**config.mk**
```make
export PLATFORM = sky130hd
export DESIGN_NAME = ppc_branch_relocator
export DESIGN_NICKNAME = d
export VERILOG_FILES = /design/src/hdl/ppcbr_pkg.sv /design/src/hdl/ppcbr_front.sv /design/src/hdl/ppcbr_queue.sv /design/src/hdl/ppcbr_back.sv /design/src/hdl/ppc_branch_relocator.sv
export SDC_FILE = /design/constraint.sdc
export NUM_CORES = 1
export LEC_CHECK = 0
export ABC_AREA = 1
export BUFFER_PORTS_ARGS = -buffer_cell sky130_fd_sc_hd__buf_2
export CORE_UTILIZATION = 36
export CTS_BUF_LIST = sky130_fd_sc_hd__clkbuf_16
export DETAILED_ROUTE_END_ITERATION = 16
export PLACE_DENSITY_LB_ADDON = 0.1
export REMOVE_ABC_BUFFERS = 1
export SLEW_MARGIN = 15
export SYNTH_ARGS = -nofsm -noshare
export SYNTH_HDL_FRONTEND = slang
export SYNTH_HIERARCHICAL = 1
export SYNTH_SLANG_ARGS = --single-unit
```
**constraint.sdc**
```tcl
create_clock -name clk_i -period 4.7 [get_ports clk_i]
set_clock_uncertainty 0.05 [all_clocks]
set_input_delay 0.94 -clock clk_i [delete_from_list [all_inputs] [get_ports clk_i]]
set_output_delay 0.94 -clock clk_i [all_outputs]
set_load 0.03 [all_outputs]
```
**src/hdl/ppcbr_pkg.sv**
```systemverilog
`timescale 1ns / 1ps
package ppcbr_pkg;

  // primary opcodes
  localparam logic [5:0] OP_BC    = 6'd16;
  localparam logic [5:0] OP_B     = 6'd18;
  localparam logic [5:0] OP_LIS   = 6'd15;
  localparam logic [5:0] OP_XL    = 6'd19;
  localparam logic [5:0] OP_ORI   = 6'd24;
  localparam logic [5:0] OP_EXT31 = 6'd31;
  localparam logic [5:0] OP_LD    = 6'd58;
  localparam logic [5:0] OP_STD   = 6'd62;

  // fixed fields
  localparam logic [4:0]  BO_ALWAYS = 5'd20;
  localparam logic [4:0]  REG_R0    = 5'd0;
  localparam logic [4:0]  REG_SP    = 5'd1;
  localparam logic [15:0] FRAME_DS  = 16'hFFD0;
  localparam logic [9:0]  XO_BCCTR  = 10'd528;
  localparam logic [9:0]  XO_MTSPR  = 10'd467;
  localparam logic [9:0]  SPR_CTR   = 10'd288;

  // sequence step counter
  localparam int unsigned STEP_W = 3;
  localparam logic [STEP_W-1:0] LAST_STEP_KEEP = 3'd5;
  localparam logic [STEP_W-1:0] LAST_STEP_FAST = 3'd3;

  typedef enum logic [0:0] {
    KIND_PASS = 1'b0,
    KIND_FAR  = 1'b1
  } kind_e;

  typedef enum logic [2:0] {
    SLOT_STD   = 3'd0,
    SLOT_LIS   = 3'd1,
    SLOT_ORI   = 3'd2,
    SLOT_MTCTR = 3'd3,
    SLOT_LD    = 3'd4,
    SLOT_BCCTR = 3'd5
  } slot_e;

  typedef struct packed {
    logic        cmd;
    logic [31:0] instr_word;
    logic [31:0] address;
    logic        link_flag;
    logic        keep_register;
  } in_t;

  typedef struct packed {
    logic [31:0] out_word;
    logic        last_word;
  } out_t;

  // classified work handed from front to back; target holds the word on pass
  typedef struct packed {
    kind_e       kind;
    logic        keep;
    logic [31:0] target;
    logic [4:0]  bo;
    logic [4:0]  bi;
    logic        lk;
  } desc_t;

  function automatic logic [31:0] mk_dform(logic [5:0] op, logic [4:0] rt,
                                           logic [4:0] ra, logic [15:0] low);
    return {op, rt, ra, low};
  endfunction

  // which instruction a step stands for
  function automatic slot_e slot_of(logic [STEP_W-1:0] step, logic keep);
    slot_e s;
    s = SLOT_BCCTR;
    if (keep) begin
      s = slot_e'(step);
    end else begin
      unique case (step)
        3'd0:    s = SLOT_LIS;
        3'd1:    s = SLOT_ORI;
        3'd2:    s = SLOT_MTCTR;
        default: s = SLOT_BCCTR;
      endcase
    end
    return s;
  endfunction

  // one word of the far branch sequence
  function automatic logic [31:0] far_word(slot_e slot, desc_t d);
    logic [31:0] w;
    w = '0;
    unique case (slot)
      SLOT_STD:   w = mk_dform(OP_STD, REG_R0, REG_SP, FRAME_DS);
      SLOT_LIS:   w = mk_dform(OP_LIS, REG_R0, REG_R0, d.target[31:16]);
      SLOT_ORI:   w = mk_dform(OP_ORI, REG_R0, REG_R0, d.target[15:0]);
      SLOT_MTCTR: w = {OP_EXT31, REG_R0, SPR_CTR, XO_MTSPR, 1'b0};
      SLOT_LD:    w = mk_dform(OP_LD, REG_R0, REG_SP, FRAME_DS);
      SLOT_BCCTR: w = {OP_XL, d.bo, d.bi, 5'd0, XO_BCCTR, d.lk};
      default:    w = '0;
    endcase
    return w;
  endfunction

endpackage

```
**src/hdl/ppcbr_front.sv**
```systemverilog
`timescale 1ns / 1ps
module ppcbr_front (
  input  logic             clk_i,
  input  logic             rst_ni,
  input  logic             in_valid_i,
  output logic             in_ready_o,
  input  ppcbr_pkg::in_t   in_data_i,
  output logic             push_valid_o,
  input  logic             push_ready_i,
  output ppcbr_pkg::desc_t push_desc_o
);
  import ppcbr_pkg::*;

  logic        valid_q, valid_d;
  desc_t       desc_q, desc_d;
  logic [5:0]  op;
  logic        is_b, is_bc;
  logic [31:0] disp;
  logic        load;

  // stage register frees when the queue takes its word
  assign in_ready_o = !valid_q || push_ready_i;
  assign load       = in_valid_i && in_ready_o;

  // decode the incoming word
  assign op    = in_data_i.instr_word[31:26];
  assign is_b  = (op == OP_B)  && !in_data_i.instr_word[1];
  assign is_bc = (op == OP_BC) && !in_data_i.instr_word[1];

  // sign-extended displacement
  always_comb begin
    if (is_b) begin
      disp = {{6{in_data_i.instr_word[25]}}, in_data_i.instr_word[25:2], 2'b00};
    end else begin
      disp = {{16{in_data_i.instr_word[15]}}, in_data_i.instr_word[15:2], 2'b00};
    end
  end

  // classify into a descriptor
  always_comb begin
    desc_d = desc_q;
    if (load) begin
      if (in_data_i.cmd) begin
        desc_d.kind   = KIND_FAR;
        desc_d.keep   = in_data_i.keep_register;
        desc_d.target = in_data_i.address;
        desc_d.bo     = BO_ALWAYS;
        desc_d.bi     = REG_R0;
        desc_d.lk     = in_data_i.link_flag;
      end else if (is_b || is_bc) begin
        desc_d.kind   = KIND_FAR;
        desc_d.keep   = 1'b1;
        desc_d.target = in_data_i.address + disp;
        desc_d.bo     = is_b ? BO_ALWAYS : in_data_i.instr_word[25:21];
        desc_d.bi     = is_b ? REG_R0 : in_data_i.instr_word[20:16];
        desc_d.lk     = in_data_i.instr_word[0];
      end else begin
        desc_d.kind   = KIND_PASS;
        desc_d.keep   = 1'b0;
        desc_d.target = in_data_i.instr_word;
        desc_d.bo     = '0;
        desc_d.bi     = '0;
        desc_d.lk     = 1'b0;
      end
    end
  end

  // valid tracking
  always_comb begin
    valid_d = valid_q;
    if (load) begin
      valid_d = 1'b1;
    end else if (push_ready_i) begin
      valid_d = 1'b0;
    end
  end

  always_ff @(posedge clk_i or negedge rst_ni) begin
    if (!rst_ni) begin
      valid_q <= 1'b0;
    end else begin
      valid_q <= valid_d;
    end
  end

  always_ff @(posedge clk_i) begin
    desc_q <= desc_d;
  end

  assign push_valid_o = valid_q;
  assign push_desc_o  = desc_q;

endmodule

```
**src/hdl/ppcbr_queue.sv**
```systemverilog
`timescale 1ns / 1ps
module ppcbr_queue (
  input  logic             clk_i,
  input  logic             rst_ni,
  input  logic             push_valid_i,
  output logic             push_ready_o,
  input  ppcbr_pkg::desc_t push_desc_i,
  output logic             pop_valid_o,
  input  logic             pop_i,
  output ppcbr_pkg::desc_t pop_desc_o
);
  import ppcbr_pkg::*;

  desc_t      mem_q [2];
  logic       wptr_q, wptr_d;
  logic       rptr_q, rptr_d;
  logic [1:0] count_q, count_d;
  logic       push, pop;

  assign push_ready_o = (count_q != 2'd2);
  assign pop_valid_o  = (count_q != 2'd0);
  assign push         = push_valid_i && push_ready_o;
  assign pop          = pop_i && pop_valid_o;
  assign pop_desc_o   = mem_q[rptr_q];

  // pointer and fill update
  always_comb begin
    wptr_d  = push ? !wptr_q : wptr_q;
    rptr_d  = pop ? !rptr_q : rptr_q;
    count_d = count_q + {1'b0, push} - {1'b0, pop};
  end

  always_ff @(posedge clk_i or negedge rst_ni) begin
    if (!rst_ni) begin
      wptr_q  <= 1'b0;
      rptr_q  <= 1'b0;
      count_q <= 2'd0;
    end else begin
      wptr_q  <= wptr_d;
      rptr_q  <= rptr_d;
      count_q <= count_d;
    end
  end

  // storage
  always_ff @(posedge clk_i) begin
    if (push) begin
      mem_q[wptr_q] <= push_desc_i;
    end
  end

endmodule

```
**src/hdl/ppcbr_back.sv**
```systemverilog
`timescale 1ns / 1ps
module ppcbr_back (
  input  logic             clk_i,
  input  logic             rst_ni,
  input  logic             head_valid_i,
  input  ppcbr_pkg::desc_t head_desc_i,
  output logic             pop_o,
  output logic             out_valid_o,
  input  logic             out_ready_i,
  output ppcbr_pkg::out_t  out_data_o
);
  import ppcbr_pkg::*;

  logic [STEP_W-1:0] step_q, step_d;
  logic [STEP_W-1:0] last_step;
  logic              out_valid_q, out_valid_d;
  out_t              out_q, out_d;
  logic              load;
  logic              is_last;

  // output register can take a new word
  assign load = head_valid_i && (!out_valid_q || out_ready_i);

  // length of the current sequence
  always_comb begin
    if (head_desc_i.kind == KIND_PASS) begin
      last_step = '0;
    end else if (head_desc_i.keep) begin
      last_step = LAST_STEP_KEEP;
    end else begin
      last_step = LAST_STEP_FAST;
    end
  end

  assign is_last = (step_q == last_step);
  assign pop_o   = load && is_last;

  // next word and step
  always_comb begin
    out_d       = out_q;
    step_d      = step_q;
    out_valid_d = out_valid_q;
    if (load) begin
      out_valid_d     = 1'b1;
      out_d.last_word = is_last;
      if (head_desc_i.kind == KIND_PASS) begin
        out_d.out_word = head_desc_i.target;
      end else begin
        out_d.out_word = far_word(slot_of(step_q, head_desc_i.keep), head_desc_i);
      end
      step_d = is_last ? '0 : step_q + 1'b1;
    end else if (out_ready_i) begin
      out_valid_d = 1'b0;
    end
  end

  always_ff @(posedge clk_i or negedge rst_ni) begin
    if (!rst_ni) begin
      step_q      <= '0;
      out_valid_q <= 1'b0;
    end else begin
      step_q      <= step_d;
      out_valid_q <= out_valid_d;
    end
  end

  always_ff @(posedge clk_i) begin
    out_q <= out_d;
  end

  assign out_valid_o = out_valid_q;
  assign out_data_o  = out_q;

endmodule

```
**src/hdl/ppc_branch_relocator.sv**
```systemverilog
// an item passes the decode register, the queue and the output register
// throughput: one word per cycle from the output sequencer while not stalled;
//   an item is 1 word (pass-through), 4 (short far branch) or 6 (saved r0)
// a two-entry queue between decode and sequencer lets input run ahead of output
// reset: asynchronous active low, empties the stage, queue and output register
`timescale 1ns / 1ps
module ppc_branch_relocator (
  input  logic            clk_i,
  input  logic            rst_ni,
  input  logic            in_valid_i,
  output logic            in_ready_o,
  input  ppcbr_pkg::in_t  in_data_i,
  output logic            out_valid_o,
  input  logic            out_ready_i,
  output ppcbr_pkg::out_t out_data_o
);
  import ppcbr_pkg::*;

  logic  push_valid, push_ready;
  desc_t push_desc;
  logic  head_valid, pop;
  desc_t head_desc;

  // decode and target add
  ppcbr_front u_front (
    .clk_i        (clk_i),
    .rst_ni       (rst_ni),
    .in_valid_i   (in_valid_i),
    .in_ready_o   (in_ready_o),
    .in_data_i    (in_data_i),
    .push_valid_o (push_valid),
    .push_ready_i (push_ready),
    .push_desc_o  (push_desc)
  );

  // decoupling queue
  ppcbr_queue u_queue (
    .clk_i        (clk_i),
    .rst_ni       (rst_ni),
    .push_valid_i (push_valid),
    .push_ready_o (push_ready),
    .push_desc_i  (push_desc),
    .pop_valid_o  (head_valid),
    .pop_i        (pop),
    .pop_desc_o   (head_desc)
  );

  // word sequencer
  ppcbr_back u_back (
    .clk_i        (clk_i),
    .rst_ni       (rst_ni),
    .head_valid_i (head_valid),
    .head_desc_i  (head_desc),
    .pop_o        (pop),
    .out_valid_o  (out_valid_o),
    .out_ready_i  (out_ready_i),
    .out_data_o   (out_data_o)
  );

endmodule

```
**Yosys cells after proc, flatten, opt, wreduce, memory -nomap -nowiden**

Memories as Yosys holds them, arrays and structs flattened.
Index checks and enable logic that the tools add are counted.
W data, S select, Z words.

- Latch bits: 0
- Output and inout bits: 35
- Logic and storage cells: 73
- RAM bits: 90
- Memory bits (read-only): 0
- Memories: 1
- Input port bits: 71
- Flip-flop bits (word level): 87

- Muxes and demuxes: 20
- Shifts and indexed selects: 0
- $lt $le $gt $ge: 0
- Divide/modulo/power cells: 0
- Add/sub/neg operators: 4
- Eq/ne operators: 11
- Reductions and logical operators: 21
- Bitwise logic cells: 1
- $mul: 0

Memory list:

| name | words | width | rd ports | clocked after memory_dff | write ports | line | text |
|---|---|---|---|---|---|---|---|
| u_queue.mem_q | 2 | 45 | 1 | 0 | 1 | ppcbr_queue.sv:14 | `desc_t mem_q [2];` |

Operators with widths:

| kind | count |
|---|---|
| $pmux W32 S6 | 1 |
| $mux W32 | 2 |
| $mux W45 | 1 |
| $mux W44 | 1 |
| $add A32 B32 Y32 | 1 |
| $mux W3 | 6 |
| $eq A6 B5 Y1 const B | 2 |
| $mux W5 | 2 |
| $eq A3 B2 Y1 const B | 3 |
| $pmux W3 S3 | 1 |
| $logic_and A1 B1 Y1 | 7 |
| $eq A3 B1 Y1 const B | 2 |
| $eq A3 B3 Y1 const B | 2 |
| $logic_not A3 Y1 | 2 |
| $mux W1 | 6 |
| $reduce_bool A2 Y1 | 3 |
| $logic_not A1 Y1 | 5 |
| $add A3 B1 Y3 const B | 1 |
| $eq A3 B3 Y1 | 1 |
| $logic_or A1 B1 Y1 | 3 |
| $reduce_or A3 Y1 | 1 |
| $add A2 B1 Y2 | 1 |
| $ne A2 B2 Y1 const B | 1 |
| $sub A2 B1 Y2 | 1 |
| $not A1 Y1 | 1 |

**Logic depth before layout (Yosys ltp)**

Gate-level depths: netlist of the first run.

- Depth after elaboration: 8
- Mapped depth: 20
- Depth with buffers taken out: 20

**By module**

Netlist of the first run, hierarchy kept.

Modules (own cells, without submodules):

| module | sequential area each (µm²) | cells each | times used | area an instance (µm²) |
|---|---|---|---|---|
| ppcbr_front | 1376.3 | 637 | 1 | 4254.1 |
| ppcbr_queue | 2802.7 | 266 | 1 | 3533.4 |
| ppcbr_back | 1091.0 | 248 | 1 | 2119.5 |

**Worst setup path before layout of the first run**

Ideal clock, no wire load.

- Kind: input-to-reg
- Start: in in_valid_i
- End: reg u_front.desc_q, in the netlist u_front/push_desc_o[0] (enable)
- Path slack: 1006 ps
- Arrival: 3181 ps
- Stages: 2
- Library setup time: 462 ps
- Buffers on the path: 0
- Required time: 4188 ps
- Path through: inv_1 -> a21oi_1

- Longest elaborated chain between the ends: 1

RTL lines:

| what | line | text |
|---|---|---|
| from (decl) | ppc_branch_relocator.sv:10 | `input logic in_valid_i,` |
| $logic_and A1 B1 Y1 | ppcbr_front.sv:23 | `assign load = in_valid_i && in_ready_o;` |
| via u_front.load | ppcbr_front.sv:19 | `logic load;` |
| to (signal assigned) | ppcbr_front.sv:87 | `desc_q <= desc_d;` |
| to (decl) | ppcbr_front.sv:15 | `desc_t desc_q, desc_d;` |

The timed path passes the listed nets, and every way through them passes these cells.
A chain may end at the register's enable or synchronous reset.

**Worst setup path after layout of the first run**

- Start: in in_data_i[61] (netlist name)
- End: reg u_front.desc_q, in the netlist u_front/push_desc_o[37], data pin

- Longest elaborated chain between the ends: 6
- Elaborated cells between the ends (all ways): 9
- Classes of those cells: 1 x add/sub; 2 x eq/ne; 3 x mux; 3 x reduce/logical

RTL lines:

| what | line | text |
|---|---|---|
| from (decl) | ppc_branch_relocator.sv:12 | `input ppcbr_pkg::in_t in_data_i,` |
| $eq A6 B5 Y1 | ppcbr_front.sv:27 | `assign is_b = (op == OP_B) && !in_data_i.instr_word[1];` |
| $logic_and A1 B1 Y1 | ppcbr_front.sv:27 |  |
| $mux W32 | ppcbr_front.sv:32 | `if (is_b) begin` |
| $add A32 B32 Y32 | ppcbr_front.sv:53 | `desc_d.target = in_data_i.address + disp;` |
| $mux W45 * | ppcbr_front.sv:50 | `end else if (is_b \|\| is_bc) begin` |
| $mux W44 * | ppcbr_front.sv:43 | `if (in_data_i.cmd) begin` |

Mark *: on every way between the ends. The rest lies on a longest branch, timed or not.

==> results.py, run 1 <==
metrics = {
    "run_status": {
        "outcome": "complete, no violations",
    },
    "power_and_ir_drop": {
        "vdd_drop_max_mv": 0.255,
        "powerDensity_nw_per_um2": 589,
        "p_leak_nw": 5.25,
    },
    "clock_network": {
        "cts-root-buf": "clkbuf_16",
        "clkTransAtPathRegs_ns": 0.07,
        "cts_hold_buf": 0,
        "cts_sinks": 177,
        "tritoncts": "done",
        "clock_latency_ns": 0.42,
        "cts.repair_timing.setup_buffer_count": 0,
        "cts_resized": 0,
        "cts_buffers": 17,
        "cts_max_level": 4,
        "cts_buffer_depth": 2,
    },
    "yosys": {
        "ys_dominant_reg_cell": "edfxtp_1",
        "synthDistinctLibCells": 45,
        "yosys_warnings": 6,
        "synthArstFlopShare_pct": 5.08,
        "synth_area_leaders": "edfxtp_1 (51%), nand2_1 (18%), inv_1 (5.0%)",
        "syn_area_sq_um": 9910,
        "synth_most_common_cell": "nand2_1",
        "ys_seq_area_share_pct": 53.2,
        "synthTopCellsByCount": "nand2_1 (468), edfxtp_1 (168), inv_1 (132)",
        "syn_inst": 1151,
        "avgSynthCellArea_sq_um": 8.61,
        "yosys.area.top_type": "edfxtp_1",
        "synth-seq-cells": 177,
        "synth-edff-count": 168,
        "yosys.area.top_type_share_pct": 50.9,
    },
    "floorplan": {
        "die_area_sq_um": 28200,
        "die_h_microns": 168,
        "start_util_pct": 36.8,
        "fp.coreArea_sq_um": 27000,
        "rows": 60,
        "ios": 106,
        "fp.dieW_microns": 168,
    },
    "route": {
        "wl_microns": 25700,
        "ant_nets": 0,
        "vias_per_cell": 4.76,
        "initialDrtViolationCount": 479,
        "drc_errors": 0,
        "wl_met1_microns": 12200,
        "dr.pass1.iters": 5,
        "top_layer": "met4",
        "vias": 7679,
        "wl_met3_microns": 857,
        "wl_met2_microns": 12000,
        "drt-wirelength-per-cell_microns": 15.9,
    },
    "global_route": {
        "track_usage_pct": 19.2,
        "grt_pass1_vias": 7366,
        "grt_remaining_overflow": 0,
        "grt_pass1_wl_microns": 40800,
        "grt_max_degree": 47,
        "antenna_found_initial": 0,
    },
    "place": {
        "portBuffers": 105,
        "placedCellCount": 1580,
        "dp_hpwl_microns": 19400,
        "gp_congestion": 0.908,
    },
    "timing": {
        "fin_crit_sh_pct": 72.8,
        "worstMarginPinSlew_ns": 0.657,
        "drv_slew": 0,
        "setup_viol": 0,
        "max_freq_ghz": 0.292,
        "rsz0062_at_grt": "no",
        "min_period_ns": 3.42,
        "tns_ns": 0,
        "relSlewSlack_pct": 56.2,
        "finalHoldViolCount": 0,
    },
    "critical_path": {
        "worstPathMaxFanout": 10,
        "start_kind": "input pin",
        "crit_type": "input pin to flop",
        "reg2regPathDepth": 19,
        "cp.arrival_ns": 3.54,
        "rr_endpoint": "u_queue/count_q[1]$_DFF_PN0_",
        "worst-r2r-setup-slack_ns": 1.53,
        "critPathRequiredTime_ns": 4.82,
        "crit_path_end_kind": "flop",
        "reg2reg_from": "u_queue/rptr_q$_DFFE_PN0P_",
    },
    "finish": {
        "nets": 1365,
        "stdcell_count": 1612,
        "diodes": 0,
        "drive_gt1_share_pct": 14.1,
        "area_growth_syn_to_layout_pct": 14.2,
        "nFillCells": 2689,
    },
    "hold_path": {
        "hp-class": "input pin to asynchronous set/reset pin",
    },
    "flow_run": {
        "cap_violations": 0,
    },
}
==> critical path, stage by stage <==
cell	delay (ns)
buf_2	0.09
inv_1	0.12
nor3_1	0.08
nand2_1	0.26
nand2_2	0.20
nand2_1	0.15
clkinv_1	0.25
ha_1	0.45
nand2_1	0.10
nor2_1	0.24
nand2_1	0.12
nor2_1	0.10
o21ai_0	0.12
nand3_1	0.11
nand2_1	0.05
nand3_1	0.07
a21oi_1	0.07
==> cell families after synthesis <==
| group | Yosys count | share of synthesized area (%) |
|---|---|---|
| buffers and inverters | 167 | 7.43 |
| AO/OA/AOI/OAI | 111 | 6.31 |
| flip-flops | 177 | 53.2 |
| XOR/XNOR | 11 | 0.972 |
| AND/OR/NAND/NOR | 649 | 27.5 |
| adder cells (fa/ha/maj) | 36 | 4.62 |
==> where the power goes <==
part	leakage [nW]	switching [mW]	total [mW]	internal, mW
logic	3.27	2.00	2.73	0.726
registers	1.72	0.166	2.62	2.45
clock network	0.259	0.627	1.32	0.691
total	5.25	2.79	6.67	3.87
==> how the worst max path moves through the flow <==
stage	end	slack (ns)	startpoint	depth (start not counted)
detailed placement	u_front/push_desc_o[37]$_DFFE_PP_	0.84	in_data_i[61]	17
finish	u_front/push_desc_o[37]$_DFFE_PP_	1.28	in_data_i[61]	17
global placement	u_front/push_desc_o[37]$_DFFE_PP_	0.88	in_data_i[61]	17
global route	u_front/push_desc_o[42]$_DFFE_PP_	0.96	in_data_i[61]	17
floorplan	u_front/push_desc_o[0]$_DFFE_PP_	1.01	in_valid_i	2
CTS	u_front/push_desc_o[37]$_DFFE_PP_	1.30	in_data_i[61]	17
==> through the flow <==
stage | hold WS [ns] | setup WS, ns | area, sq um | util (%) | total power, mW
after floorplan | 0.371 | 1.01 | 9700 | - | 4.53
after global placement | 0.372 | 0.883 | 10800 | 39.9 | 5.43
after detailed placement | 0.379 | 0.836 | 10800 | 39.9 | 5.44
final | 0.308 | 1.28 | 11300 | 42.0 | 6.67
after CTS | 0.289 | 1.30 | 11300 | 42.0 | 6.76
after global routing | 0.301 | 0.965 | 11300 | 42.0 | 7.18
==> sequential cells by signal, indices dropped and copies added, names as in the netlist <==
| register | flops |
|---|---|
| u_back/out_valid_o | 1 |
| u_queue/count_q | 2 |
| u_queue/mem_q | 90 |
| u_front/push_valid_o | 1 |
| u_back/out_data_o | 33 |
| u_queue/wptr_q | 1 |
| u_queue/rptr_q | 1 |
| u_front/push_desc_o | 45 |
| u_back/step_q | 3 |
==> placed cells by master, fill, tap and decap left out, types with 7 or more instances in the layout <==
cell	Yosys	routed
nand2_1	468	468
edfxtp_1	168	168
inv_1	132	133
buf_2	3	105
nand3_1	71	71
nor2_1	68	67
o21ai_0	40	40
ha_1	35	35
a21oi_1	35	34
clkbuf_16	0	17
buf_4	6	10
dfrtp_1	9	9
o21bai_1	9	9
o211ai_1	9	9
o21ai_1	8	8
nand2_4	7	7
==> routing by layer <==
| metal | vias to the layer above | GRT usage (%) |
|---|---|---|
| li1 | 3968 | - |
| met1 | 3532 | 26.0 |
| met3 | 26 | 2.89 |
| met4 | 0 | 5.94 |
| met2 | 153 | 31.5 |
| met5 | - | 0 |
==> cell type report <==
cell class	instances	area (sq um)	share of cell area [%]
clock buffers	17	425	3.76
clock inverters	15	130	1.15
inverters	140	533	4.71
multi-input cells	807	3930	34.7
flip-flops and latches	177	5270	46.6
well taps	341	427	3.77
repair buffers	115	601	5.31
No activity file was read; power rests on OpenSTA's default activity.
==> inputs of run 2 (changes only) <==
- ABC_AREA: 1 -> 0
- clock period: 4.7 -> 3.6 ns (I/O delays scaled with it)
==> run 2 against run 1 <==
  * Utilization grew 2.0 points
  * Largest power group is now sequential cells
  * Sequential share of layout area shrank 0.43 points
  * Count of clock-buffer cells in the layout is the same
  * Highest routed layer is now met5
  * Global-route usage grew 0.46 points
  * Setup slack lost 1.2 ns
  * Critical path type unchanged
  * Largest cell class unchanged
==> results.py, run 2 <==
metrics = {
    "clock_network": {
        "cts_buffer_depth": 2,
        "cts_max_level": 4,
        "cts_hold_buf": 0,
        "cts_buffers": 17,
        "cts_sinks": 177,
        "clkTransAtPathRegs_ns": 0.07,
        "clock_latency_ns": 0.44,
        "tritoncts": "done",
        "cts-root-buf": "clkbuf_16",
    },
    "yosys": {
        "synth_top_family_by_area": "compound AO/OA/AOI/OAI gates",
        "synth_adder_area_share_pct": 4.82,
        "yosys_warnings": 6,
        "synth_compound_area_share_pct": 18.2,
        "ys_dominant_reg_cell": "edfxtp_1",
        "synthDistinctLibCells": 92,
        "synth_area_leaders": "edfxtp_1 (53%), mux2_2 (5.4%), ha_1 (4.6%)",
        "yosys.area.top_type": "edfxtp_1",
        "avgSynthCellArea_sq_um": 12.7,
        "synthTopCellsByCount": "edfxtp_1 (168), nand2_1 (56), a21oi_1 (48)",
        "synth_xor_area_share_pct": 2.12,
        "synth-edff-count": 168,
        "ys_seq_area_share_pct": 55.4,
        "synthArstFlopShare_pct": 5.08,
        "syn_inst": 751,
        "yosys-mux-area-fraction_pct": 6.40,
        "synth_most_common_cell": "edfxtp_1",
        "synth-seq-cells": 177,
        "post_synth_and_or_nand_nor_area_fraction_pct": 9.99,
        "yosys.area.top_type_share_pct": 53.1,
        "syn_area_sq_um": 9510,
    },
    "run_status": {
        "outcome": "complete, no violations",
    },
    "route": {
        "dr.pass1.iters": 5,
        "drt-wirelength-per-cell_microns": 20.6,
        "vias_per_cell": 5.35,
        "drc_errors": 0,
        "initialDrtViolationCount": 392,
        "wl_microns": 26000,
        "vias": 6753,
        "ant_nets": 0,
    },
    "timing": {
        "worstMarginPinSlew_ns": 0.896,
        "fin_ws_ns": 0.0906,
        "tns_ns": 0,
        "finalHoldViolCount": 0,
        "max_freq_ghz": 0.285,
        "relSlewSlack_pct": 40.1,
        "setup_viol": 0,
        "drv_slew": 0,
        "min_period_ns": 3.51,
        "hold_ws_ns": 0.0751,
        "fin_crit_sh_pct": 97.5,
    },
    "place": {
        "dpl_cell_area_sq_um": 10800,
        "pre_cts_ws_ns": -0.499,
        "dp_hpwl_microns": 19800,
        "gp_congestion": 0.873,
        "portBuffers": 105,
    },
    "finish": {
        "nFillCells": 2466,
        "largest_reg_flops": 90,
        "mostFrequentLayoutCells": "edfxtp_1 (168), buf_2 (105), buf_4 (72)",
        "area_growth_syn_to_layout_pct": 20.1,
        "regMostFlops": "u_queue/mem_q",
        "postLayoutCellArea_sq_um": 11400,
        "nets": 1020,
        "drive_gt1_share_pct": 34.1,
        "final_common_cell": "edfxtp_1",
    },
    "critical_path": {
        "start_kind": "input pin",
        "cp.arrival_ns": 3.61,
        "reg2regPathDepth": 5,
        "crit_type": "input pin to flop",
        "worst-r2r-setup-slack_ns": 1.01,
        "crit_path_end_kind": "flop",
        "critPathRequiredTime_ns": 3.70,
        "reg2reg_from": "u_back/step_q[0]$_DFFE_PN0P_",
        "rr_endpoint": "u_back/out_data_o[1]$_DFFE_PP_",
        "worstPathMaxFanout": 13,
    },
    "global_route": {
        "antenna_found_initial": 1,
        "grt_remaining_overflow": 0,
        "grt_pass1_vias": 6794,
        "track_usage_pct": 19.6,
        "grt_pass1_wl_microns": 38900,
        "grt_max_degree": 46,
    },
    "hold_path": {
        "hp-class": "input pin to asynchronous set/reset pin",
    },
    "floorplan": {
        "fp.coreArea_sq_um": 26000,
        "ios": 106,
        "start_util_pct": 36.6,
        "rows": 59,
        "die_area_sq_um": 27100,
        "die_h_microns": 164,
        "fp.dieW_microns": 164,
    },
    "power_and_ir_drop": {
        "vdd_drop_max_mv": 0.485,
        "power.share.clock_pct": 21.3,
        "power_frac_seq_pct": 39.6,
        "combPwrFrac_pct": 39.1,
        "powerDensity_nw_per_um2": 754,
        "p_int_mw": 5.31,
        "p_leak_nw": 4.38,
        "p_sw_mw": 3.30,
        "p_sw_share_pct": 38.3,
        "power_mw": 8.60,
    },
    "flow_run": {
        "cap_violations": 0,
    },
}
## run 2: changes by cell type after synthesis, moves of 9 or more
cell and delta:
mux2_2 +46, nor2_1 -40, nand2_1 -412, inv_1 -117
a31o_2 +12, a21oi_1 +13, a21o_1 +15, and2_1 +10
nand3_1 -59, o2bb2ai_1 +9, a211oi_1 +9, o21a_1 +11
mux2i_1 +9
## run 2: area by class of cell
type	instances	area, sq um	area share [%]
Sequential cell	177	5270	46.2
Clock inverter	15	171	1.50
Clock buffer	17	425	3.73
Multi-Input combinational cell	524	4000	35.1
Timing Repair Buffer	177	1070	9.34
Tap cell	335	419	3.67
Inverter	16	60.1	0.526
Antenna cell	1	2.50	0.0219
## run 2: repair_timing
action	4_1_cts	5_1_grt
buffers inserted	1	0
pin swaps	2	3
gates resized for setup	5	4
endpoints found under the setup margin	2	2
## run 2: per-stage QoR
stage	utilization, %	instances
detailed placement	41.4	1228
global placement	41.4	1228
CTS	43.8	1261
floorplan	-	717
finish	43.9	1262
global route	43.9	1261
## run 2: cells by family after synthesis
kind of cell / count (synthesis)
AOI/OAI and AO/OA: 234
xor gates and xnor gates: 23
adders and majority gates: 36
buffers and inverters: 50
DFF: 177
muxes: 55
and+or+nand+nor: 176
## run 2: worst max-delay path by stage
stage | startpoint | to | slack [ns] | cells after the start
finish | in_data_i[60] | u_front/push_desc_o[40]$_DFFE_PP_ | 0.09 | 14
global route | in_data_i[60] | u_front/push_desc_o[40]$_DFFE_PP_ | -0.005 | 14
CTS | in_data_i[60] | u_front/push_desc_o[40]$_DFFE_PP_ | 0.02 | 15
detailed placement | in_data_i[60] | u_front/push_desc_o[40]$_DFFE_PP_ | -0.50 | 13
global placement | in_data_i[63] | u_front/push_desc_o[40]$_DFFE_PP_ | -0.50 | 13
floorplan | in_data_i[63] | u_front/push_desc_o[41]$_DFFE_PP_ | -0.18 | 12
## run 2: critical path, cell delays in order
cell and delay, ns:
buf_2 0.11, nor2_1 0.13, and4b_2 0.31, buf_4 0.24, a31o_2 0.18, ha_1 0.33
a21oi_1 0.33, o21a_1 0.25, o21ai_0 0.15, nor3_2 0.17, buf_4 0.16, o31ai_4 0.07
nor4b_1 0.31, a311oi_1 0.13
## run 2: power by group through the flow
stage / Combinational, mW / Clock, mW / Sequential (mW)
floorplan: 1.80 / 0 / 3.88
global placement: 3.36 / 0 / 3.43
detailed placement: 3.39 / 0 / 3.46
CTS: 3.41 / 1.87 / 3.42
global route: 3.65 / 1.95 / 3.48
finish: 3.37 / 1.83 / 3.41
## run 2: per-layer routing
layer  vias up  global-route usage, %  part of all wire [%]
li1       3256                      -                     -
met1      3298                   25.0                    44
met2       165                   33.6                    50
met3        32                   3.74                   3.8
met4         2                   6.05                   1.9
met5         -                      0                 0.035
